--- src/sv/gdk_ram.sv ---
// ----------------------------------------------------------------------------
// gdk_ram
// generic ram, one write port, two registered read ports
// ----------------------------------------------------------------------------
module gdk_ram #(
  parameter int WIDTH = 8,
  parameter int DEPTH = 8
) (
  input  logic                     clk,
  input  logic                     we,
  input  logic [$clog2(DEPTH)-1:0] waddr,
  input  logic [WIDTH-1:0]         wdata,
  input  logic [$clog2(DEPTH)-1:0] raddr_a,
  input  logic [$clog2(DEPTH)-1:0] raddr_b,
  output logic [WIDTH-1:0]         rdata_a,
  output logic [WIDTH-1:0]         rdata_b
);

  logic [WIDTH-1:0] mem [DEPTH];

  always_ff @(posedge clk) begin
    if (we) begin
      mem[waddr] <= wdata;
    end
    rdata_a <= mem[raddr_a];
    rdata_b <= mem[raddr_b];
  end

endmodule

--- config.mk ---
export PLATFORM = sky130hd
export DESIGN_NAME = gdk_ram
export DESIGN_NICKNAME = d
export VERILOG_FILES = /design/src/sv/gdk_ram.sv
export SDC_FILE = /design/constraint.sdc
export NUM_CORES = 1
export LEC_CHECK = 0
export BUFFER_PORTS_ARGS = -buffer_cell sky130_fd_sc_hd__buf_2
export CAP_MARGIN = 20
export CELL_PAD_IN_SITES_DETAIL_PLACEMENT = 1
export CELL_PAD_IN_SITES_GLOBAL_PLACEMENT = 1
export CORE_MARGIN = 3
export CORE_UTILIZATION = 40
export DETAILED_ROUTE_END_ITERATION = 10
export HOLD_SLACK_MARGIN = 0.05
export PLACE_DENSITY_LB_ADDON = 0.1
export SYNTH_ARGS = -nofsm -noshare
export SYNTH_HDL_FRONTEND = slang
export SYNTH_SLANG_ARGS = --single-unit
--- constraint.sdc ---
create_clock -name clk -period 2 [get_ports clk]
set_input_delay 0.4 -clock clk [delete_from_list [all_inputs] [get_ports clk]]
set_output_delay 0.4 -clock clk [all_outputs]
set_load 0.02 [all_outputs]
==> results.yml <==
sta:
  slew-limit-headroom_pct: 70.5
  min_period_over_period_pct: 65.7
  rsz0062_at_grt: "false"
  final-setup-viol-count: 0
  worst_pin_slew_ns: 0.443
  setup_tns_ns: 0
  timing.final.ws_setup_ns: 0.686
  finalHoldViolCount: 0
  fin_skew_ns: 0.00889
  period_needed_ns: 1.31
  max_freq_mhz: 761
  slew_viol_final: 0
clock_network:
  clk_pin_slew_ns: 0.07
  h-tree-depth: 3
  cts_buffers: 9
  cts.sinks: 80
  post_cts_buffers: 0
  clk_latency_ns: 0.35
  clockBufferDepth: 2
  ctsHoldBuffers: 0
  cts_tree: "yes"
  post_cts_resized: 0
  cts_root_buf: "clkbuf_8"
setup_path:
  crit_type: "flop to flop"
  cp.required_ns: 2.24
  crit_arrival_ns: 1.55
  worstPathMaxFanout: 2
  endpoint_kind: "flop"
  critPathLaunchType: "flop"
global_route:
  grt_max_degree: 17
  grt_pass1_vias: 1810
  grt_overflow: 0
  grt_use_total_pct: 14.9
  grt_pass1_wl_um: 10300
  antenna_found_initial: 0
power:
  p_leak_nw: 1.41
  seqPwrFrac_pct: 59.4
  p_sw_mw: 0.727
  power.density_nw_per_um2: 827
  sw_frac_of_total_pct: 22.8
  p_int_mw: 2.47
  total_power_mw: 3.20
  p_comb_share_pct: 10.0
  irDropWorstVdd_uv: 326
  p_clk_share_pct: 30.6
logic_synthesis:
  synth_edf_count: 64
  synth_cell_types: 14
  synth.avg_cell_area_sq_um: 22.5
  synth_seq_area_share_pct: 66.0
  yosysTopAreaCell: "edfxtp_1"
  ys_warn_count: 0
  synth_common_cells: "64 x edfxtp_1, 29 x mux4_1, 16 x dfxtp_1, 16 x mux2_2, 6 x nor2_1"
  synthFlopType: "edfxtp_1"
  synth.top_cells.by_area: "edfxtp_1 57%, mux4_1 22%, dfxtp_1 9.4%, mux2_2 5.3%, mux4_2 2.0%"
  synth-async-reset-ratio_pct: 0
  yosysMostFrequentCell: "edfxtp_1"
  synth_area_sq_um: 3400
  synth_cells: 151
  synth_top_area_share_pct: 56.6
  yosys_register_bits: 80
  synth_nets: 170
detailed_routing:
  drc: 0
  via_count: 1676
  drt_iter0_drc: 85
  vias_per_cell: 5.53
  drtPass1Iterations: 4
  drt-total-wl_um: 6780
  wl_per_cell_um: 22.4
  ant_nets: 0
place:
  pre_cts_slack_ns: 0.334
  port_buffers: 34
  place_inst: 287
  place_congestion: 0.767
die:
  fp.dieH_um: 98.2
  initial_core_util_pct: 42.7
  core_area_sq_um: 7970
  rows: 32
  die_area_sq_um: 9640
  die_w_um: 98.2
  io_pins: 35
layout:
  antenna_cells: 0
  instances_no_fill: 303
  drive_gt1_share_pct: 38.3
  area_delta_synth_final_pct: 13.7
  fill_cells: 738
  fin_util_pct: 48.5
  ff_latch_area_sq_um: 2240
  multi_input_area_sq_um: 1070
  layout.nets: 215
flow_run:
  drv_cap: 0
min_path:
  min_path_type: "primary input to flop"
run_status:
  status: "finished clean"
## per-layer routing
metal	vias to the layer above	global-route usage, %	wire, um
met5	-	0	0
met4	0	5.04	99
met3	11	4.50	228
met2	31	24.7	3480
met1	889	18.8	2970
li1	745	-	-
## critical path, stage by stage (launching register included)
cell and delay [ns]:
edfxtp_1 0.40, mux4_1 0.53, mux2_2 0.27
## per-stage QoR
step / area (sq um) / hold slack, ns
global route: 3860 / 0.305
CTS: 3860 / 0.303
finish: 3860 / 0.323
global placement: 3710 / 0.650
floorplan: 3400 / 0.499
detailed placement: 3710 / 0.682
## layout by cell type (no fill, tap or decap)
cell type / netlist / routed
buf_2: 2 / 34
edfxtp_1: 64 / 64
nand2_1: 2 / 2
mux4_2: 3 / 3
nor3_1: 2 / 2
buf_12: 2 / 2
dfxtp_1: 16 / 16
clkinv_2: 0 / 5
clkbuf_8: 0 / 9
buf_4: 0 / 8
nand2b_1: 3 / 3
nor2_1: 6 / 6
clkbuf_1: 2 / 2
mux4_1: 29 / 29
mux2_2: 16 / 16
## final timing paths
kind	startpoint	to	slack (ns)	depth (start not counted)
max	mem[1][0]	rdata_a[0]	0.69	2
min	wdata[5]	mem[6][5]	0.32	1
max reg2reg	mem[1][0]	rdata_a[0]	0.69	2
min reg2reg	mem[5][2]	rdata_a[2]	0.70	2
## power by group through the flow
| stage | registers (mW) | logic (mW) | clock network, mW |
|---|---|---|---|
| 2_1_floorplan | 1.98 | 0.167 | 0 |
| 3_3_place_gp | 1.93 | 0.315 | 0 |
| 3_5_place_dp | 1.94 | 0.325 | 0 |
| 4_1_cts | 1.90 | 0.327 | 1.02 |
| 5_1_grt | 1.91 | 0.345 | 1.10 |
| 6_report | 1.90 | 0.318 | 0.979 |
## logic make-up after synthesis
kind of cell / Yosys count / share of synthesized area (%)
DFF: 80 / 66.0
muxes: 48 / 29.7
and+or+nand+nor: 13 / 1.73
buffers and inverters: 10 / 2.58
## cell type report
cell class | instances | area share [%]
clock buffers | 11 | 3.40
clock inverters | 5 | 0.647
flip-flops and latches | 80 | 58.0
multi-input cells | 61 | 27.6
repair buffers | 44 | 6.99
well taps | 102 | 3.30
## flip-flops by register name, indices dropped and copies added (netlist names)
name	cells
mem	64
rdata_a	8
rdata_b	8
Power figures use the tool's default switching activity.
