<file path="config.mk">
export PLATFORM = sky130hd
export DESIGN_NAME = gdk_front
export DESIGN_NICKNAME = d
export VERILOG_FILES = /design/src/sv/gdk_pkg.sv /design/src/sv/gdk_front.sv
export SDC_FILE = /design/constraint.sdc
export NUM_CORES = 2
export LEC_CHECK = 0
export BUFFER_PORTS_ARGS = -buffer_cell sky130_fd_sc_hd__clkbuf_2
export CORE_MARGIN = 2
export CORE_UTILIZATION = 55
export CTS_BUF_LIST = sky130_fd_sc_hd__clkbuf_8
export DETAILED_ROUTE_END_ITERATION = 10
export GPL_TIMING_DRIVEN = 1
export PLACE_DENSITY = 0.69
export SLEW_MARGIN = 20
export SYNTH_ARGS = -nofsm -noshare
export SYNTH_HDL_FRONTEND = slang
export SYNTH_SLANG_ARGS = --single-unit
</file>
<file path="constraint.sdc">
create_clock -name clk -period 23.8 [get_ports clk]
set_input_delay 1.19 -clock clk [delete_from_list [all_inputs] [get_ports clk]]
set_output_delay 1.19 -clock clk [all_outputs]
set_load 0.05 [all_outputs]
</file>
<file path="src/sv/gdk_pkg.sv">
// ----------------------------------------------------------------------------
// gdk_pkg
// shared types, constants and tables of the gaussian derivative kernel core
// ----------------------------------------------------------------------------
package gdk_pkg;

  localparam int DIM_MAX  = 7;
  localparam int IDX_W    = 3;
  localparam int COORD_W  = 24;
  localparam int DIFF_W   = 25;
  localparam int THETA_W  = 24;
  localparam int R2_W     = 56;
  localparam int CM_W     = 49;
  localparam int RAM_W    = DIFF_W + 1;
  localparam int ENTRY_W  = 48;
  localparam int P_W      = 33;
  localparam int X_W      = 37;
  localparam int Y_W      = 38;
  localparam int PROD_W   = 96;
  localparam int RECIP_W  = 37;

  localparam logic [P_W-1:0]    ONE_Q32    = 33'h1_0000_0000;
  localparam logic [31:0]       LOG2E_FRAC = 32'h7154_7653;
  localparam logic [31:0]       LN2_Q32    = 32'hB172_17F8;
  localparam logic [75:0]       EXP_LIMIT  = 76'd24 << 48;
  localparam logic [3:0]        SERIES_TERMS = 4'd10;
  localparam logic [63:0]       POS_LIMIT  = (64'd1 << 47) - 64'd1;
  localparam logic [63:0]       NEG_LIMIT  = 64'd1 << 47;

  // register indexes on the apb port
  localparam logic [0:0] REG_THETA = 1'b0;
  localparam logic [0:0] REG_DIM   = 1'b1;

  typedef struct packed {
    logic [IDX_W-1:0] n;
    logic [R2_W-1:0]  r2;
  } job_t;

  typedef struct packed {
    logic             we;
    logic [IDX_W-1:0] addr;
    logic [RAM_W-1:0] data;
  } ram_wr_t;

  typedef enum logic [3:0] {
    B_IDLE,
    B_THR,
    B_Y,
    B_T,
    B_HTP,
    B_HREC,
    B_HCOR,
    B_SCALE,
    B_RD,
    B_E1,
    B_E2,
    B_OUT
  } back_state_t;

  // floor(2^36 / k) for the series divisors
  function automatic logic [RECIP_W-1:0] recip(input logic [3:0] k);
    logic [RECIP_W-1:0] r;
    case (k)
      4'd1:    r = 37'd68719476736;
      4'd2:    r = 37'd34359738368;
      4'd3:    r = 37'd22906492245;
      4'd4:    r = 37'd17179869184;
      4'd5:    r = 37'd13743895347;
      4'd6:    r = 37'd11453246122;
      4'd7:    r = 37'd9817068105;
      4'd8:    r = 37'd8589934592;
      4'd9:    r = 37'd7635497415;
      4'd10:   r = 37'd6871947673;
      default: r = '0;
    endcase
    return r;
  endfunction

endpackage

</file>
<file path="src/sv/gdk_front.sv">
// ----------------------------------------------------------------------------
// gdk_front
// takes coordinate beats, stores |d| and its sign per dimension, builds r2 jobs
// ----------------------------------------------------------------------------
module gdk_front (
  input  logic                                 clk,
  input  logic                                 rst,
  input  logic                                 accept,
  input  logic signed [gdk_pkg::COORD_W-1:0]   first_coord,
  input  logic signed [gdk_pkg::COORD_W-1:0]   second_coord,
  input  logic [gdk_pkg::IDX_W-1:0]            dimension_count,
  output gdk_pkg::ram_wr_t                     ram_wr,
  output logic                                 push,
  output gdk_pkg::job_t                        job,
  output logic                                 pending
);

  logic [gdk_pkg::IDX_W-1:0]  dims;
  logic [gdk_pkg::R2_W-1:0]   r2;
  logic                       a_valid;
  logic                       a_last;
  logic                       a_neg;
  logic [gdk_pkg::IDX_W-1:0]  a_idx;
  logic [gdk_pkg::DIFF_W-1:0] a_mag;

  logic signed [gdk_pkg::DIFF_W-1:0] diff;
  logic [gdk_pkg::DIFF_W-1:0] mag;
  logic [gdk_pkg::IDX_W-1:0]  idx;
  logic [gdk_pkg::IDX_W-1:0]  need;
  logic                       last_c;
  logic [49:0]                sq;
  logic [gdk_pkg::R2_W-1:0]   r2_next;

  always_comb begin
    diff = gdk_pkg::DIFF_W'(first_coord) - gdk_pkg::DIFF_W'(second_coord);
    mag  = diff[gdk_pkg::DIFF_W-1] ? gdk_pkg::DIFF_W'(-diff) : gdk_pkg::DIFF_W'(diff);
    // zero count means one, counts above the store depth clamp to it
    if (dimension_count == '0) begin
      need = gdk_pkg::IDX_W'(1);
    end else if (32'(dimension_count) > gdk_pkg::DIM_MAX) begin
      need = gdk_pkg::IDX_W'(gdk_pkg::DIM_MAX);
    end else begin
      need = dimension_count;
    end
    if (32'(dims) >= gdk_pkg::DIM_MAX) begin
      idx = gdk_pkg::IDX_W'(gdk_pkg::DIM_MAX - 1);
    end else begin
      idx = dims;
    end
    last_c  = ({1'b0, idx} + 4'd1) >= {1'b0, need};
    sq      = 50'(a_mag) * 50'(a_mag);
    r2_next = r2 + gdk_pkg::R2_W'(sq);
  end

  always_ff @(posedge clk) begin
    if (rst) begin
      a_valid <= 1'b0;
      dims    <= '0;
      r2      <= '0;
    end else begin
      a_valid <= accept;
      if (accept) begin
        dims <= last_c ? '0 : idx + gdk_pkg::IDX_W'(1);
      end
      if (a_valid) begin
        r2 <= a_last ? '0 : r2_next;
      end
    end
  end

  always_ff @(posedge clk) begin
    if (accept) begin
      a_mag  <= mag;
      a_neg  <= diff[gdk_pkg::DIFF_W-1];
      a_idx  <= idx;
      a_last <= last_c;
    end
  end

  always_comb begin
    ram_wr.we   = a_valid;
    ram_wr.addr = a_idx;
    ram_wr.data = {a_neg, a_mag};
    push        = a_valid & a_last;
    job.n       = a_idx + gdk_pkg::IDX_W'(1);
    job.r2      = r2_next;
    pending     = a_valid & a_last;
  end

endmodule

</file>
==> impl_metrics.ini <==
[cells_and_area]
final_cell_mix = 791 x inv_1, 517 x fa_1, 232 x nand2_1
num-nets-final = 3648
insertedDiodeCount = 0
drive_above_1_share = 0.07628
syn_to_final_growth_pct = 6.319
final_common_cell = inv_1

[setup_path]
crit_path_frequent_cell = fa_1
path_class = register to output port
critPathMaxStageDelay_ns = 0.76
critPathLaunchType = register
critPathSlowestCell = edfxtp_1
worstPathArrival_ns = 8.95
path_max_fanout = 15
endpoint_kind = output port
required_ns = 22.61
critPathLaunch = a_mag[1]$_DFFE_PP_
regToRegStartpoint = a_mag[8]$_DFFE_PP_

[global_route]
grt-ovfl-total = 0
use_met1 = 0.3608
antenna_found_initial = 0
met2_usage = 0.4971
grt_use_total = 0.2868
grt_pass1_wl_um = 104100
grt_pass1_vias = 20140
grt_max_degree = 63
grtUsageMet3 = 0.05229
grt.busiest_layer = met2

[cts]
cts_sinks = 90
cts.htree.levels = 3
cts_hold_buf = 0
clk_pin_slew_ns = 0.11
cts-root-buf = clkbuf_8
clockBufferDepth = 2
post_cts_buffers = 0
cts_tree = done
worstSkewPairLatency_ns = 0.47
ctsResizeCount = 0
cts_buffers = 9

[synthesis]
yosys.cell_types.count = 80
ys_ff_latch = 90
syn_nets = 3560
synth_area_leaders = fa_1 42%, inv_1 12%, ha_1 11%, dfxtp_1 4.9%, edfxtp_1 3.6%
synth_edf_count = 30
syn_area_mm2 = 0.02471
yosysWarnings = 0
netlist_instances = 2765
synth_top_area_frac = 0.4188
synthArstFlopShare = 0
synth_ff_type = dfxtp_1
yosysTopAreaCell = fa_1
syn_area_per_cell_um2 = 8.937
yosysSeqAreaShare = 0.08506

[timing]
finalSetupViolations = 0
clock.fmax_mhz = 98.60
hold_ws_ns = 0.4831
slew_violations = 0
worst_pin_slew_ns = 0.9883
finalClockSkew_ns = 0.03394
rsz0062_at_grt = no
period_share = 0.4261
hold_violations = 0
tns_ns = 0
post-route-min-period_ns = 10.14
slew_headroom = 0.3411

[die]
die_y_um = 216.0
io_pins = 145
coreArea_mm2 = 0.04432
initial_core_util = 0.5576
rows = 77
die_w_um = 216.0
die-area_mm2 = 0.04664

[routing]
first_iter_violations = 1075
vias = 18640
viasPerCell = 5.403
ant_nets = 0
wl_um = 63770
route.detailed.drc = 0
firstDrtPassIters = 5
wl_per_cell_um = 18.49

[place]
gp_congestion = 0.9129
dpl.hpwl_um = 51140
port_buffers = 144

[hold_path]
min_from = r2[1]$_SDFFE_PP0P_
hp-class = register to register

[outcome]
status = completed

[run]
drv_cap = 0
-- Yosys cell counts (all sizes together), types with 9 or more instances --
cell,count
o21a,11
dfxtp,60
nor3,13
inv,791
and3,9
nand3,19
ha,224
a21oi,109
nand4,15
nand2,232
fa,517
and2,121
a2bb2oi,10
nor2b,36
nand2b,25
xnor2,64
edfxtp,30
o21ai,57
a31oi,15
a21o,39
a211oi,11
clkbuf,89
xor2,36
o31ai,9
o21bai,10
nor2,104
-- per-stage QoR --
stage	cells	instance area [µm²]	util	setup WS (ns)
after floorplan	2765	24710	-	14.33
after global placement	3433	26000	0.5867	14.13
final	3450	26270	0.5928	13.66
after global routing	3450	26270	0.5928	13.21
after CTS	3449	26260	0.5925	13.43
after detailed placement	3433	26000	0.5867	14.02
-- layer usage --
metal | share of wire | vias up
met1 | 0.39 | 9381
li1 | - | 8480
met2 | 0.50 | 628
met5 | 0 | -
met4 | 0.036 | 0
met3 | 0.072 | 151
-- area by class of cell --
cell class	instances	area (µm²)
well taps	592	740.7
fillers	3939	18040
inverters	791	2969
multi-input cells	1788	19260
flip-flops and latches	90	2103
repair buffers	173	945.9
clock inverters	6	118.9
clock buffers	10	137.6
-- sequential cells by signal, summed over array words and instances (netlist names) --
| signal | count |
|---|---|
| a_idx | 3 |
| a_last | 1 |
| a_mag | 25 |
| a_neg | 1 |
| a_valid | 1 |
| dims | 3 |
| r2 | 56 |
-- critical path, delay by kind of cell (launching register included) --
| family | cells | cell delay, ns |
|---|---|---|
| fa+ha+maj | 8 | 3.96 |
| compound gates | 5 | 1.82 |
| simple gates | 5 | 0.95 |
| buf+inv | 7 | 0.83 |
| flops | 1 | 0.76 |
| xor+xnor | 1 | 0.15 |
-- final timing paths --
path / cells after the start / slack, ns / end
setup / recovery: 26 / 13.66 / job[55]
hold / removal: 2 / 0.48 / r2[1]$_SDFFE_PP0P_
setup reg to reg: 25 / 15.40 / r2[55]$_SDFFE_PP0P_
hold reg to reg: 2 / 0.48 / r2[1]$_SDFFE_PP0P_
-- logic make-up after synthesis --
kind of cell	share of synthesized area
flops	0.08506
xor+xnor	0.03544
compound gates	0.08476
buf+inv	0.1357
simple gates	0.1246
mux	0.002127
fa+ha+maj	0.5323
Power is left out: the tool's default activity adds up to more than one toggle a clock period on the data nets, which glitch-free logic cannot reach.
