===== config.mk =====
export PLATFORM = sky130hd
export DESIGN_NAME = gdk_mul
export DESIGN_NICKNAME = d
export VERILOG_FILES = /design/src/sv/gdk_pkg.sv /design/src/sv/gdk_mul.sv
export SDC_FILE = /design/constraint.sdc
export NUM_CORES = 2
export LEC_CHECK = 0
export ABC_CLOCK_PERIOD_IN_PS = 10050
export BUFFER_PORTS_ARGS = -buffer_cell sky130_fd_sc_hd__buf_4
export CAP_MARGIN = 20
export CORE_MARGIN = 2
export CORE_UTILIZATION = 51
export DETAILED_ROUTE_END_ITERATION = 7
export GPL_TIMING_DRIVEN = 0
export PLACE_DENSITY = 0.78
export SLEW_MARGIN = 40
export SYNTH_ARGS = -nofsm -noshare
export SYNTH_HDL_FRONTEND = slang
export SYNTH_SLANG_ARGS = --single-unit

===== constraint.sdc =====
create_clock -name clk -period 10.05 [get_ports clk]
set_clock_uncertainty 0.05 [all_clocks]
set_input_delay 3.015 -clock clk [delete_from_list [all_inputs] [get_ports clk]]
set_output_delay 3.015 -clock clk [all_outputs]
set_load 0.05 [all_outputs]

===== src/sv/gdk_pkg.sv =====
// ----------------------------------------------------------------------------
// gdk_pkg
// shared types, constants and tables of the gaussian derivative kernel core
// ----------------------------------------------------------------------------
package gdk_pkg;

  localparam int DIM_MAX  = 7;
  localparam int IDX_W    = 3;
  localparam int COORD_W  = 24;
  localparam int DIFF_W   = 25;
  localparam int THETA_W  = 24;
  localparam int R2_W     = 56;
  localparam int CM_W     = 49;
  localparam int RAM_W    = DIFF_W + 1;
  localparam int ENTRY_W  = 48;
  localparam int P_W      = 33;
  localparam int X_W      = 37;
  localparam int Y_W      = 38;
  localparam int PROD_W   = 96;
  localparam int RECIP_W  = 37;

  localparam logic [P_W-1:0]    ONE_Q32    = 33'h1_0000_0000;
  localparam logic [31:0]       LOG2E_FRAC = 32'h7154_7653;
  localparam logic [31:0]       LN2_Q32    = 32'hB172_17F8;
  localparam logic [75:0]       EXP_LIMIT  = 76'd24 << 48;
  localparam logic [3:0]        SERIES_TERMS = 4'd10;
  localparam logic [63:0]       POS_LIMIT  = (64'd1 << 47) - 64'd1;
  localparam logic [63:0]       NEG_LIMIT  = 64'd1 << 47;

  // register indexes on the apb port
  localparam logic [0:0] REG_THETA = 1'b0;
  localparam logic [0:0] REG_DIM   = 1'b1;

  typedef struct packed {
    logic [IDX_W-1:0] n;
    logic [R2_W-1:0]  r2;
  } job_t;

  typedef struct packed {
    logic             we;
    logic [IDX_W-1:0] addr;
    logic [RAM_W-1:0] data;
  } ram_wr_t;

  typedef enum logic [3:0] {
    B_IDLE,
    B_THR,
    B_Y,
    B_T,
    B_HTP,
    B_HREC,
    B_HCOR,
    B_SCALE,
    B_RD,
    B_E1,
    B_E2,
    B_OUT
  } back_state_t;

  // floor(2^36 / k) for the series divisors
  function automatic logic [RECIP_W-1:0] recip(input logic [3:0] k);
    logic [RECIP_W-1:0] r;
    case (k)
      4'd1:    r = 37'd68719476736;
      4'd2:    r = 37'd34359738368;
      4'd3:    r = 37'd22906492245;
      4'd4:    r = 37'd17179869184;
      4'd5:    r = 37'd13743895347;
      4'd6:    r = 37'd11453246122;
      4'd7:    r = 37'd9817068105;
      4'd8:    r = 37'd8589934592;
      4'd9:    r = 37'd7635497415;
      4'd10:   r = 37'd6871947673;
      default: r = '0;
    endcase
    return r;
  endfunction

endpackage


===== src/sv/gdk_mul.sv =====
// ----------------------------------------------------------------------------
// gdk_mul
// shared 64 x 64 multiplier, four 32 x 32 partial products, product mod 2^96
// ----------------------------------------------------------------------------
module gdk_mul (
  input  logic                       clk,
  input  logic                       rst,
  input  logic                       start,
  input  logic [63:0]                a,
  input  logic [63:0]                b,
  output logic                       done,
  output logic [gdk_pkg::PROD_W-1:0] prod
);

  logic        busy;
  logic [2:0]  cnt;
  logic [63:0] ra;
  logic [63:0] rb;
  logic [63:0] pp;
  logic [1:0]  sh;
  logic        ppv;
  logic [gdk_pkg::PROD_W-1:0] acc;
  logic [31:0] sa;
  logic [31:0] sb;
  logic [1:0]  sh_c;
  logic [gdk_pkg::PROD_W-1:0] pp_ext;

  always_comb begin
    case (cnt)
      3'd0:    begin sa = ra[31:0];  sb = rb[31:0];  sh_c = 2'd0; end
      3'd1:    begin sa = ra[63:32]; sb = rb[31:0];  sh_c = 2'd1; end
      3'd2:    begin sa = ra[31:0];  sb = rb[63:32]; sh_c = 2'd1; end
      3'd3:    begin sa = ra[63:32]; sb = rb[63:32]; sh_c = 2'd2; end
      default: begin sa = '0;        sb = '0;        sh_c = 2'd0; end
    endcase
  end

  always_comb begin
    case (sh)
      2'd0:    pp_ext = {32'b0, pp};
      2'd1:    pp_ext = {pp, 32'b0};
      2'd2:    pp_ext = {pp[31:0], 64'b0};
      default: pp_ext = '0;
    endcase
  end

  always_ff @(posedge clk) begin
    if (rst) begin
      busy <= 1'b0;
      done <= 1'b0;
      ppv  <= 1'b0;
      cnt  <= '0;
    end else begin
      done <= 1'b0;
      if (start) begin
        busy <= 1'b1;
        cnt  <= '0;
        ppv  <= 1'b0;
      end else if (busy) begin
        ppv <= (cnt < 3'd4);
        cnt <= cnt + 3'd1;
        if (cnt == 3'd4) begin
          busy <= 1'b0;
          done <= 1'b1;
        end
      end
    end
  end

  always_ff @(posedge clk) begin
    if (start) begin
      ra  <= a;
      rb  <= b;
      acc <= '0;
    end else if (busy) begin
      pp <= sa * sb;
      sh <= sh_c;
      if (ppv) begin
        acc <= acc + pp_ext;
      end
    end
  end

  assign prod = acc;

  a_no_restart: assert property (@(posedge clk) disable iff (rst) start |-> !busy)
    else $error("multiplier started while busy");
  a_done_idle: assert property (@(posedge clk) disable iff (rst) done |-> !busy)
    else $error("multiplier done while still busy");
  a_done_pulse: assert property (@(posedge clk) disable iff (rst) done |=> !done)
    else $error("multiplier done longer than one cycle");

endmodule


==> impl_metrics.ini <==
[status]
status = complete, but fails checks
failed_checks = design-rule violations

[synth]
netlist_top_cells_area = fa_1 (37%), edfxtp_1 (12%), ha_1 (9.3%)
synthCells = 5480
ys_types = 88
synth_top_area_share_pct = 36.57
yosysSeqAreaShare_pct = 16.02
syn_nets = 6872
syn_area_per_cell_um2 = 8.962
async_flop_share_pct = 0
syn_area_mm2 = 0.04911
synth_edf_count = 194
ys_seq_elements = 296
synth_area_leader_cell = fa_1
synth_top_flop_cell = edfxtp_1
yosys_warnings = 0

[clocking]
clock-sinks = 296
clockBufferDepth = 3
clk_latency_ns = 0.62
cts-root-buf = clkbuf_16
cts_made_buffers = 35
cts_max_level = 2
clk_pin_slew_ns = 0.06
cts_tree = yes

[global_routing]
antenna_found_initial = 9
track_usage_pct = 41.13
grt_pass1_wl_um = 287900
grt_max_degree = 88
grt_pass1_vias = 42518
overflow = 0

[critical_path]
crit_type = register to register
start_kind = register
cp.required_ns = 10.35
crit_fanout = 10
arrival_ns = 10.35
critPathCaptureType = register

[floorplan]
die-width_um = 314.3
core_mm2 = 0.09515
start_util_pct = 51.61
dieArea_mm2 = 0.09879
die_h_um = 314.3
io_pins = 228
fp-row-count = 113

[sta]
finalCritPeriodShare_pct = 99.98
final-hold-violation-count = 0
tightest_slew_ns = 1.014
max_freq_ghz = 0.09952
final.min_clock_period_ns = 10.05
rsz0062_at_grt = true
maxSlewViolCount = 0
setup_viol = 0
max_slew_margin_pct = 32.42

[cells_and_area]
syn_to_final_growth_pct = 12.72
final_nets = 7175
fill_cells = 8446
fin_util_pct = 58.18
layout_common_cells = inv_1 (894), fa_1 (894), nor2_1 (746)
fin_cells = 7084
drive_gt1_share_pct = 11.76

[detailed_routing]
wl_per_cell_um = 28.67
ant_nets = 0
drc_errors = 2
vias = 42289
firstDrtPassIters = 8
drt_iter0_markers = 4569
vias_per_cell = 5.970
finalWirelength_um = 203100

[placement]
gp_congestion = 1.055
hpwlAfterDp_um = 170600
placed_cells = 6989
numPortBuffers = 227

[hold_path]
holdCritPathClass = register to register

[run]
drv_cap = 0
## through the flow
step | instance area, um2 | worst slack (ns) | hold WS (ns) | setup TNS [ns]
2_1_floorplan | 49110 | 0.002549 | 0.4296 | 0
3_3_place_gp | 52400 | -4.078 | 0.4126 | -149.94
3_5_place_dp | 52960 | -3.485 | 0.4200 | -116.28
4_1_cts | 54990 | 0.0009424 | 0.4296 | 0
5_1_grt | 55340 | -0.008287 | 0.4468 | -0.01229
6_report | 55360 | 0.002182 | 0.4290 | 0
## layer usage
metal / track usage [%] / vias to the layer above / share of wire [%]
met4: 22.14 / 6 / 6.8
met3: 11.81 / 598 / 12
met1: 52.49 / 21025 / 38
met2: 63.43 / 2745 / 44
li1: - / 17915 / -
met5: 0 / - / 0.020
## logic make-up (layout without fill, tap and decap cells)
kind of cell    after synthesis  in the layout  share of synthesized area, %
compound gates              764            764                         10.08
buf+inv                    1210           1540                         9.470
simple gates               1739           1739                         14.67
mux                          68             68                         1.389
fa+ha+maj                  1261           1261                         45.84
xor+xnor                    142            142                         2.532
flops                       296            296                         16.02
other cells                   0              9                             0
## worst paths after layout
path	startpoint	end	slack, ns	cells after the start
worst max-delay path	cnt[2]$_SDFFE_PP0P_	pp[63]$_DFFE_PP_	0.002	26
worst min-delay path	prod[16]$_SDFFE_PP0P_	prod[16]$_SDFFE_PP0P_	0.43	2
worst max register to register	cnt[2]$_SDFFE_PP0P_	pp[63]$_DFFE_PP_	0.002	26
worst min register to register	prod[16]$_SDFFE_PP0P_	prod[16]$_SDFFE_PP0P_	0.43	2
## sequential cells by signal (all words and copies together) (netlist names)
signal  flops
prod       96
pp         64
ra         64
rb         64
cnt         3
sh          2
busy        1
done        1
ppv         1
## worst max-delay path: stages (launching register included)
cell and delay [ns]:
dfxtp_1 0.47, clkbuf_2 0.40, clkbuf_2 0.44, nor2_2 0.79
clkbuf_2 0.58, nand2_1 0.13, fa_1 0.48, fa_1 0.62
fa_1 0.51, fa_1 0.55, inv_1 0.07, fa_1 0.55
fa_1 0.43, fa_1 0.51, fa_1 0.43, ha_1 0.41
a21oi_1 0.32, o21ai_1 0.26, a221oi_4 0.38, o21ai_1 0.13
o21ai_2 0.24, a21o_1 0.20, a21oi_1 0.11, o21bai_1 0.21
o2bb2ai_1 0.19, o21ai_1 0.14, xnor2_1 0.16
## cell type report
| type | count | area [um2] | area share, % |
|---|---|---|---|
| multi-input combinational | 3974 | 37300 | 67.38 |
| sequential | 296 | 7871 | 14.22 |
| inverter | 894 | 3356 | 6.062 |
| timing repair buffer | 288 | 2283 | 4.125 |
| buffer | 294 | 1682 | 3.038 |
| tap | 1265 | 1583 | 2.859 |
| clock buffer | 39 | 890.9 | 1.609 |
| clock inverter | 25 | 370.4 | 0.6690 |
| antenna | 9 | 22.52 | 0.04069 |
## timing repair
| item | in CTS | in global routing |
|---|---|---|
| pin swaps | 22 | 11 |
| gates resized for setup | 196 | 111 |
| buffers inserted | 28 | 16 |
| hold buffers | 0 | 0 |
| endpoints found under the setup margin | 52 | 21 |
## Yosys cell counts, types with 8 or more instances
| library cell | number |
|---|---|
| a211oi_1 | 15 |
| a21o_1 | 84 |
| a21oi_1 | 271 |
| a221oi_1 | 8 |
| a22o_1 | 65 |
| a22oi_1 | 34 |
| a31oi_1 | 17 |
| and2_1 | 45 |
| and3_1 | 13 |
| buf_1 | 10 |
| buf_6 | 10 |
| clkbuf_1 | 285 |
| dfxtp_1 | 102 |
| edfxtp_1 | 194 |
| fa_1 | 897 |
| ha_1 | 364 |
| inv_1 | 894 |
| mux2i_1 | 67 |
| nand2_1 | 685 |
| nand2b_1 | 18 |
| nand3_1 | 39 |
| nand4_1 | 56 |
| nor2_1 | 768 |
| nor2b_1 | 14 |
| nor3_1 | 29 |
| o211ai_1 | 8 |
| o21a_1 | 15 |
| o21ai_0 | 127 |
| o21bai_1 | 37 |
| o31ai_1 | 14 |
| or2_2 | 28 |
| xnor2_1 | 94 |
| xor2_1 | 48 |
Power is not shown: default switching activity piles up to over one toggle a cycle in this logic, so the estimate is an artifact.
