===== src/sv/gdk_pkg.sv =====
// ----------------------------------------------------------------------------
// gdk_pkg
// shared types, constants and tables of the gaussian derivative kernel core
// ----------------------------------------------------------------------------
package gdk_pkg;

  localparam int DIM_MAX  = 7;
  localparam int IDX_W    = 3;
  localparam int COORD_W  = 24;
  localparam int DIFF_W   = 25;
  localparam int THETA_W  = 24;
  localparam int R2_W     = 56;
  localparam int CM_W     = 49;
  localparam int RAM_W    = DIFF_W + 1;
  localparam int ENTRY_W  = 48;
  localparam int P_W      = 33;
  localparam int X_W      = 37;
  localparam int Y_W      = 38;
  localparam int PROD_W   = 96;
  localparam int RECIP_W  = 37;

  localparam logic [P_W-1:0]    ONE_Q32    = 33'h1_0000_0000;
  localparam logic [31:0]       LOG2E_FRAC = 32'h7154_7653;
  localparam logic [31:0]       LN2_Q32    = 32'hB172_17F8;
  localparam logic [75:0]       EXP_LIMIT  = 76'd24 << 48;
  localparam logic [3:0]        SERIES_TERMS = 4'd10;
  localparam logic [63:0]       POS_LIMIT  = (64'd1 << 47) - 64'd1;
  localparam logic [63:0]       NEG_LIMIT  = 64'd1 << 47;

  // register indexes on the apb port
  localparam logic [0:0] REG_THETA = 1'b0;
  localparam logic [0:0] REG_DIM   = 1'b1;

  typedef struct packed {
    logic [IDX_W-1:0] n;
    logic [R2_W-1:0]  r2;
  } job_t;

  typedef struct packed {
    logic             we;
    logic [IDX_W-1:0] addr;
    logic [RAM_W-1:0] data;
  } ram_wr_t;

  typedef enum logic [3:0] {
    B_IDLE,
    B_THR,
    B_Y,
    B_T,
    B_HTP,
    B_HREC,
    B_HCOR,
    B_SCALE,
    B_RD,
    B_E1,
    B_E2,
    B_OUT
  } back_state_t;

  // floor(2^36 / k) for the series divisors
  function automatic logic [RECIP_W-1:0] recip(input logic [3:0] k);
    logic [RECIP_W-1:0] r;
    case (k)
      4'd1:    r = 37'd68719476736;
      4'd2:    r = 37'd34359738368;
      4'd3:    r = 37'd22906492245;
      4'd4:    r = 37'd17179869184;
      4'd5:    r = 37'd13743895347;
      4'd6:    r = 37'd11453246122;
      4'd7:    r = 37'd9817068105;
      4'd8:    r = 37'd8589934592;
      4'd9:    r = 37'd7635497415;
      4'd10:   r = 37'd6871947673;
      default: r = '0;
    endcase
    return r;
  endfunction

endpackage


===== src/sv/gdk_fifo.sv =====
// ----------------------------------------------------------------------------
// gdk_fifo
// two-entry job queue between front and back
// ----------------------------------------------------------------------------
module gdk_fifo (
  input  logic          clk,
  input  logic          rst,
  input  logic          push,
  input  gdk_pkg::job_t job_in,
  input  logic          pop,
  output gdk_pkg::job_t job_out,
  output logic          empty
);

  gdk_pkg::job_t slots [2];
  logic       wptr;
  logic       rptr;
  logic [1:0] count;

  always_ff @(posedge clk) begin
    if (rst) begin
      wptr  <= 1'b0;
      rptr  <= 1'b0;
      count <= '0;
    end else begin
      if (push) begin
        wptr <= ~wptr;
      end
      if (pop) begin
        rptr <= ~rptr;
      end
      count <= count + 2'(push) - 2'(pop);
    end
  end

  always_ff @(posedge clk) begin
    if (push) begin
      slots[wptr] <= job_in;
    end
  end

  assign job_out = slots[rptr];
  assign empty   = (count == '0);

  a_no_underflow: assert property (@(posedge clk) disable iff (rst) pop |-> count != 2'd0)
    else $error("job queue popped while empty");
  a_no_overflow: assert property (@(posedge clk) disable iff (rst)
    push && !pop |-> count != 2'd2)
    else $error("job queue pushed while full");
  a_count_range: assert property (@(posedge clk) disable iff (rst) count != 2'd3)
    else $error("job queue count out of range");

endmodule


===== config.mk =====
export PLATFORM = sky130hd
export DESIGN_NAME = gdk_fifo
export DESIGN_NICKNAME = d
export VERILOG_FILES = /design/src/sv/gdk_pkg.sv /design/src/sv/gdk_fifo.sv
export SDC_FILE = /design/constraint.sdc
export NUM_CORES = 1
export LEC_CHECK = 0
export BUFFER_PORTS_ARGS = -buffer_cell sky130_fd_sc_hd__buf_2
export CORE_ASPECT_RATIO = 1.75
export CORE_MARGIN = 8
export CORE_UTILIZATION = 45
export CTS_CLUSTER_DIAMETER = 30
export DETAILED_ROUTE_END_ITERATION = 8
export PLACE_DENSITY = 0.7
export SYNTH_ARGS = -nofsm -noshare
export SYNTH_HDL_FRONTEND = slang
export SYNTH_SLANG_ARGS = --single-unit

===== constraint.sdc =====
create_clock -name clk -period 9.3 [get_ports clk]
set_input_delay 0.93 -clock clk [delete_from_list [all_inputs] [get_ports clk]]
set_output_delay 0.93 -clock clk [all_outputs]
set_load 0.01 [all_outputs]

==> results of run 1 <==
-- worst max-delay path: stages (launching register included) --
cell	delay [ns]
dfxtp_2	0.31
buf_4	0.62
mux2_2	0.42
buf_2	0.14
-- final cells by class --
type / instances / area, sq um / share of cell area
Multi-Input combinational cell: 72 / 813.3 / 0.1360
Inverter: 2 / 7.507 / 0.001256
Sequential cell: 123 / 3645 / 0.6097
Timing Repair Buffer: 125 / 633.1 / 0.1059
Antenna cell: 1 / 2.502 / 0.0004186
Tap cell: 125 / 156.4 / 0.02616
Clock inverter: 15 / 295.3 / 0.04939
Clock buffer: 17 / 425.4 / 0.07116
-- registers in the layout, summed over array words and instances, names as in the netlist, named ones only --
signal  flops
wptr        1
rptr        1
slots     118
count       2
-- where the power goes --
part	internal, mW	leakage (nW)	total, mW	switching [mW]
clock network	0.557	0.343	0.785	0.228
registers	0.648	1.15	0.657	0.00938
logic	0.0675	0.815	0.139	0.0716
total	1.27	2.31	1.58	0.309
-- stage by stage --
step                setup slack (ns)  total power, mW  hold WS [ns]
floorplan                      5.286           0.7515        0.4799
global placement               6.830           0.8059        0.4928
detailed placement             6.817           0.8102        0.5004
CTS                            6.371            1.598        0.5438
global route                   6.305            1.630        0.5823
finish                         6.414            1.581        0.5343
-- routing by layer --
| layer | wire (um) | vias up | GRT usage |
|---|---|---|---|
| met3 | 521 | 18 | 0.05906 |
| met2 | 5096 | 79 | 0.2437 |
| met1 | 2892 | 1123 | 0.1080 |
| met5 | 10 | - | 0 |
| li1 | - | 1075 | - |
| met4 | 276 | 2 | 0.08191 |
-- cell families (layout without fill, tap and decap cells) --
logic type | Yosys count | count (layout)
AND/OR/NAND/NOR | 8 | 8
XOR/XNOR | 3 | 3
flip-flops | 123 | 123
multiplexers | 59 | 59
other | 0 | 1
adder cells (fa/ha/maj) | 2 | 2
buffers and inverters | 9 | 159
-- how the worst min path moves through the flow --
stage / startpoint / end / slack [ns]
4_1_cts: rptr / flop / 0.54
6_report: rptr / flop / 0.53
5_1_grt: rptr / flop / 0.58
3_3_place_gp: rptr / rptr / 0.49
2_1_floorplan: rptr / flop / 0.48
3_5_place_dp: rptr / flop / 0.50
-- synth_stat cells --
| library cell | number | area (sq um) |
|---|---|---|
| edfxtp_1 | 118 | 3543 |
| mux2_2 | 49 | 551.8 |
| mux2_4 | 10 | 150.1 |
| dfxtp_1 | 5 | 100.1 |
| nor2_1 | 5 | 18.77 |
| buf_2 | 4 | 20.02 |
| buf_6 | 2 | 22.52 |
| ha_1 | 2 | 25.02 |
| inv_1 | 2 | 7.510 |
| nor2b_1 | 2 | 12.51 |
| xnor2_1 | 2 | 17.52 |
| and2_1 | 1 | 6.260 |
| buf_8 | 1 | 15.01 |
| xnor3_1 | 1 | 22.52 |
==> impl_metrics.tcl, run 1 <==
set metrics [dict create \
    grt_pass1_vias 2681 \
    maxSlewViolCount 0 \
    dpl.cell_count 447 \
    avgSynthCellArea_sq_um 22.12 \
    fmax_mhz 346.5 \
    hp-class "reg2reg" \
    gr-total-overflow 0 \
    antenna_found_initial 2 \
    critPathCapture "job_out[34]" \
    grt_max_degree 60 \
    p_leak_nw 2.308 \
    grt_pass1_wl_mm 13.17 \
    fill_cells 751 \
    postCtsSetupBuffers 0 \
    skew_ns 0.008611 \
    ys_seq_area_frac 0.8073 \
    drc 0 \
    startpoint_type "flop" \
    cp.arrival_ns 1.96 \
    final_core_utilization 0.6107 \
    required_ns 8.37 \
    ff2ff_path_depth 2 \
    die_y_um 148.5 \
    cp_max_fo 59 \
    ctsRootBufferMaster "clkbuf_16" \
    rsz0062_at_grt "no" \
    synthXorXnorAreaFrac 0.008872 \
    initial_core_util 0.4610 \
    numCtsBuffers 17 \
    first_pass_iters 4 \
    hold_viol_final 0 \
    tightest_slew_ns 0.8237 \
    finalSetupViolCount 0 \
    rows 48 \
    io_pins 123 \
    clock_latency_ns 0.40 \
    fin_crit_ns 2.886 \
    routabilityCongestion 0.7407 \
    dieArea_sq_mm 0.01362 \
    wl_per_cell_um 18.33 \
    vias_per_cell 4.785 \
    ant_nets 0 \
    cts.sinks 123 \
    synthMuxAreaShare 0.1555 \
    most-common-layout-cells "buf_2, edfxtp_1, mux2_2, clkbuf_16, mux2_4" \
    layout_worst_path_cycle_share 0.3104 \
    ff2ff_setup_slack_ns 7.73 \
    ys_seq_elements 123 \
    dpl_cell_area_sq_mm 0.005255 \
    r2r-end "slots[1][8]" \
    die_w_um 91.70 \
    syn_area_sq_mm 0.004513 \
    synthSimpleGateAreaFrac 0.008317 \
    cts.clk_slew.worst_paths_ns 0.05 \
    rr_startpoint "wptr" \
    vdd_drop_max_mv 0.1991 \
    syn_inst 204 \
    critPathCaptureType "output port" \
    drt_iter0_drc 136 \
    synth-adder-area-share 0.005545 \
    instances_no_fill 480 \
    synth_compound_area_frac 0 \
    cts_resized 0 \
    grt_usage 0.1314 \
    power_density_mw_per_mm2 264.4 \
    synthesis.nets 269 \
    final_common_cell "buf_2" \
    fin_tns_setup_ns 0 \
    maxCapViolations 0 \
    cts_buffer_depth 2 \
    synth_top_family_by_area "multiplexers" \
    critPathKind "reg2out" \
    core_area_sq_mm 0.009789 \
    whs_path_depth 2 \
    ys_warn_count 0 \
    finalNetCount 406 \
    dp_hpwl_mm 5.742 \
    num_vias 2297 \
    hold_buffers 0 \
    area.growth.synth_to_final_pct 32.46 \
    layout-drive-gt1-share 0.6186 \
    slew_headroom 0.4509 \
    yosysUniqueCellTypes 14 \
    io_buffers 122 \
    final_area_sq_mm 0.005978 \
    htreeDepth 4 \
    cts_tree "yes" \
    outcome "complete, no violations" \
    wl_mm 8.796 \
]
(Power assumes the default switching activity.)
==> run 2, diff against run 1 <==
Settings changed: PLACE_DENSITY 0.7 to 0.73.
Clock period 9.3 ns to 2.3 ns, I/O delays scaled along.
==> run 2 against run 1 <==
- non-clock buffer count grew 2
- largest power group is now registers
- worst setup slack lost 6.0 ns
- sequential power grew to 4.0 times the previous value
- global-route usage is essentially flat
- register-to-register slack lost 6.8 ns
==> impl_metrics.tcl, run 2 (synthesis gave the netlist of run 1 again) <==
set metrics [dict create \
    finalNetCount 408 \
    die_y_um 148.5 \
    maxSlewViolCount 0 \
    cts_resized 0 \
    diodes 0 \
    cts_tree "yes" \
    required_ns 2.07 \
    wl_per_cell_um 18.35 \
    first_pass_iters 4 \
    grt_pass1_vias 2626 \
    rows 48 \
    critPathBufInv 2 \
    layout_worst_path_cycle_share 0.8316 \
    final_common_cell "buf_2" \
    fmax_mhz 522.8 \
    grt_max_degree 60 \
    drt_iter0_drc 132 \
    critPathKind "reg2out" \
    critPathCaptureType "output port" \
    dp_hpwl_mm 6.014 \
    tightest_slew_ns 0.4674 \
    io_buffers 122 \
    hp-class "in2reg" \
    die_w_um 91.70 \
    initial_core_util 0.4610 \
    cpLargestDelayFamily "buffers and inverters" \
    critPathMaxStageDelay_ns 0.41 \
    most-common-layout-cells "buf_2, edfxtp_1, mux2_2, clkbuf_16, mux2_4" \
    grt_usage 0.1313 \
    power_density_mw_per_mm2 963.5 \
    whs_ns 0.02185 \
    finalSetupViolCount 0 \
    cts_buffer_depth 2 \
    drc 0 \
    startpoint_type "flop" \
    ant_nets 0 \
    hold_viol_final 0 \
    cp.arrival_ns 1.68 \
    skew_ns 0.004373 \
    vdd_drop_max_mv 0.8923 \
    dieArea_sq_mm 0.01362 \
    slowest_stage "mux2_2" \
    reg_top3 "slots: 118 flops, count: 2 flops" \
    cts.sinks 123 \
    vias_per_cell 4.800 \
    fin_tns_setup_ns 0 \
    cts.clk_slew.worst_paths_ns 0.05 \
    htreeDepth 4 \
    slew_headroom 0.6884 \
    p_leak_nw 2.244 \
    outcome "complete, no violations" \
    clock_latency_ns 0.39 \
    rsz0062_at_grt "no" \
    regMostFlops "slots" \
    maxCapViolations 0 \
    path_cells "buf_4, mux2_2, buf_2" \
    core_area_sq_mm 0.009789 \
    layout-drive-gt1-share 0.5927 \
    grt_pass1_wl_mm 13.25 \
    area.growth.synth_to_final_pct 29.39 \
    wl_mm 8.826 \
    largest_reg_flops 118 \
    routabilityCongestion 0.7072 \
    postCtsSetupBuffers 0 \
    gr-total-overflow 0 \
    numCtsBuffers 17 \
    cp_max_fo 32 \
    ctsRootBufferMaster "clkbuf_16" \
    io_pins 123 \
    fin_crit_ns 1.913 \
    num_vias 2309 \
    antenna_found_initial 0 \
]
==> run 2: changes by cell type in the layout (fill, tap and decap cells not counted), sizes merged <==
cell | before | now
clkbuf | 17 | 20
diode | 1 | 0
clkinv | 5 | 9
bufinv | 8 | 2
buf | 125 | 126
dlygate4sd3 | 0 | 1
clkinvlp | 2 | 1
==> run 2: final timing paths <==
check | startpoint | end | slack (ns) | cells past startpoint
hold / removal | job_in[50] | slots[1][50] | 0.02 | 1
setup reg to reg | wptr | slots[0][9] | 0.93 | 2
setup / recovery | flop | job_out[14] | 0.39 | 3
hold reg to reg | rptr | rptr | 0.53 | 2
==> run 2: power by group <==
group / internal [mW] / switching, mW / total [mW] / leakage (nW)
clock network: 1.56 / 0.832 / 2.39 / 0.263
registers: 2.62 / 0.0369 / 2.66 / 1.15
logic: 0.283 / 0.295 / 0.578 / 0.832
total: 4.46 / 1.16 / 5.63 / 2.24
==> run 2: per-stage QoR <==
stage | power, mW | cells | util | setup WS (ns) | cell area (sq um)
2_1_floorplan | 3.036 | 204 | - | 0.003725 | 4516
3_3_place_gp | 3.269 | 448 | 0.5401 | 0.7868 | 5288
3_5_place_dp | 3.289 | 448 | 0.5401 | 0.7682 | 5288
4_1_cts | 5.706 | 481 | 0.5965 | 0.3327 | 5839
5_1_grt | 5.833 | 481 | 0.5965 | 0.2915 | 5839
6_report | 5.626 | 481 | 0.5965 | 0.3874 | 5839
==> run 2: timing repair <==
item / 4_1_cts / 5_1_grt
endpoints found under the setup margin: 0 / 0
hold buffers: 1 / 0
endpoints found under the hold margin: 2 / 0
==> run 2: routing by layer <==
layer | up-vias | routed length (um) | GRT usage
li1 | 1083 | - | -
met1 | 1141 | 3097 | 0.1168
met2 | 72 | 5054 | 0.2393
met3 | 13 | 436 | 0.05098
met4 | 0 | 238 | 0.08110
met5 | - | 0 | 0
==> run 2: layout make-up <==
| class | count | area, sq um |
|---|---|---|
| fill | 751 | 3950 |
| sequential | 123 | 3645 |
| multi-input combinational | 72 | 813.3 |
| timing repair buffer | 127 | 675.6 |
| clock buffer | 20 | 436.7 |
| tap | 125 | 156.4 |
| clock inverter | 12 | 105.1 |
| inverter | 2 | 7.507 |
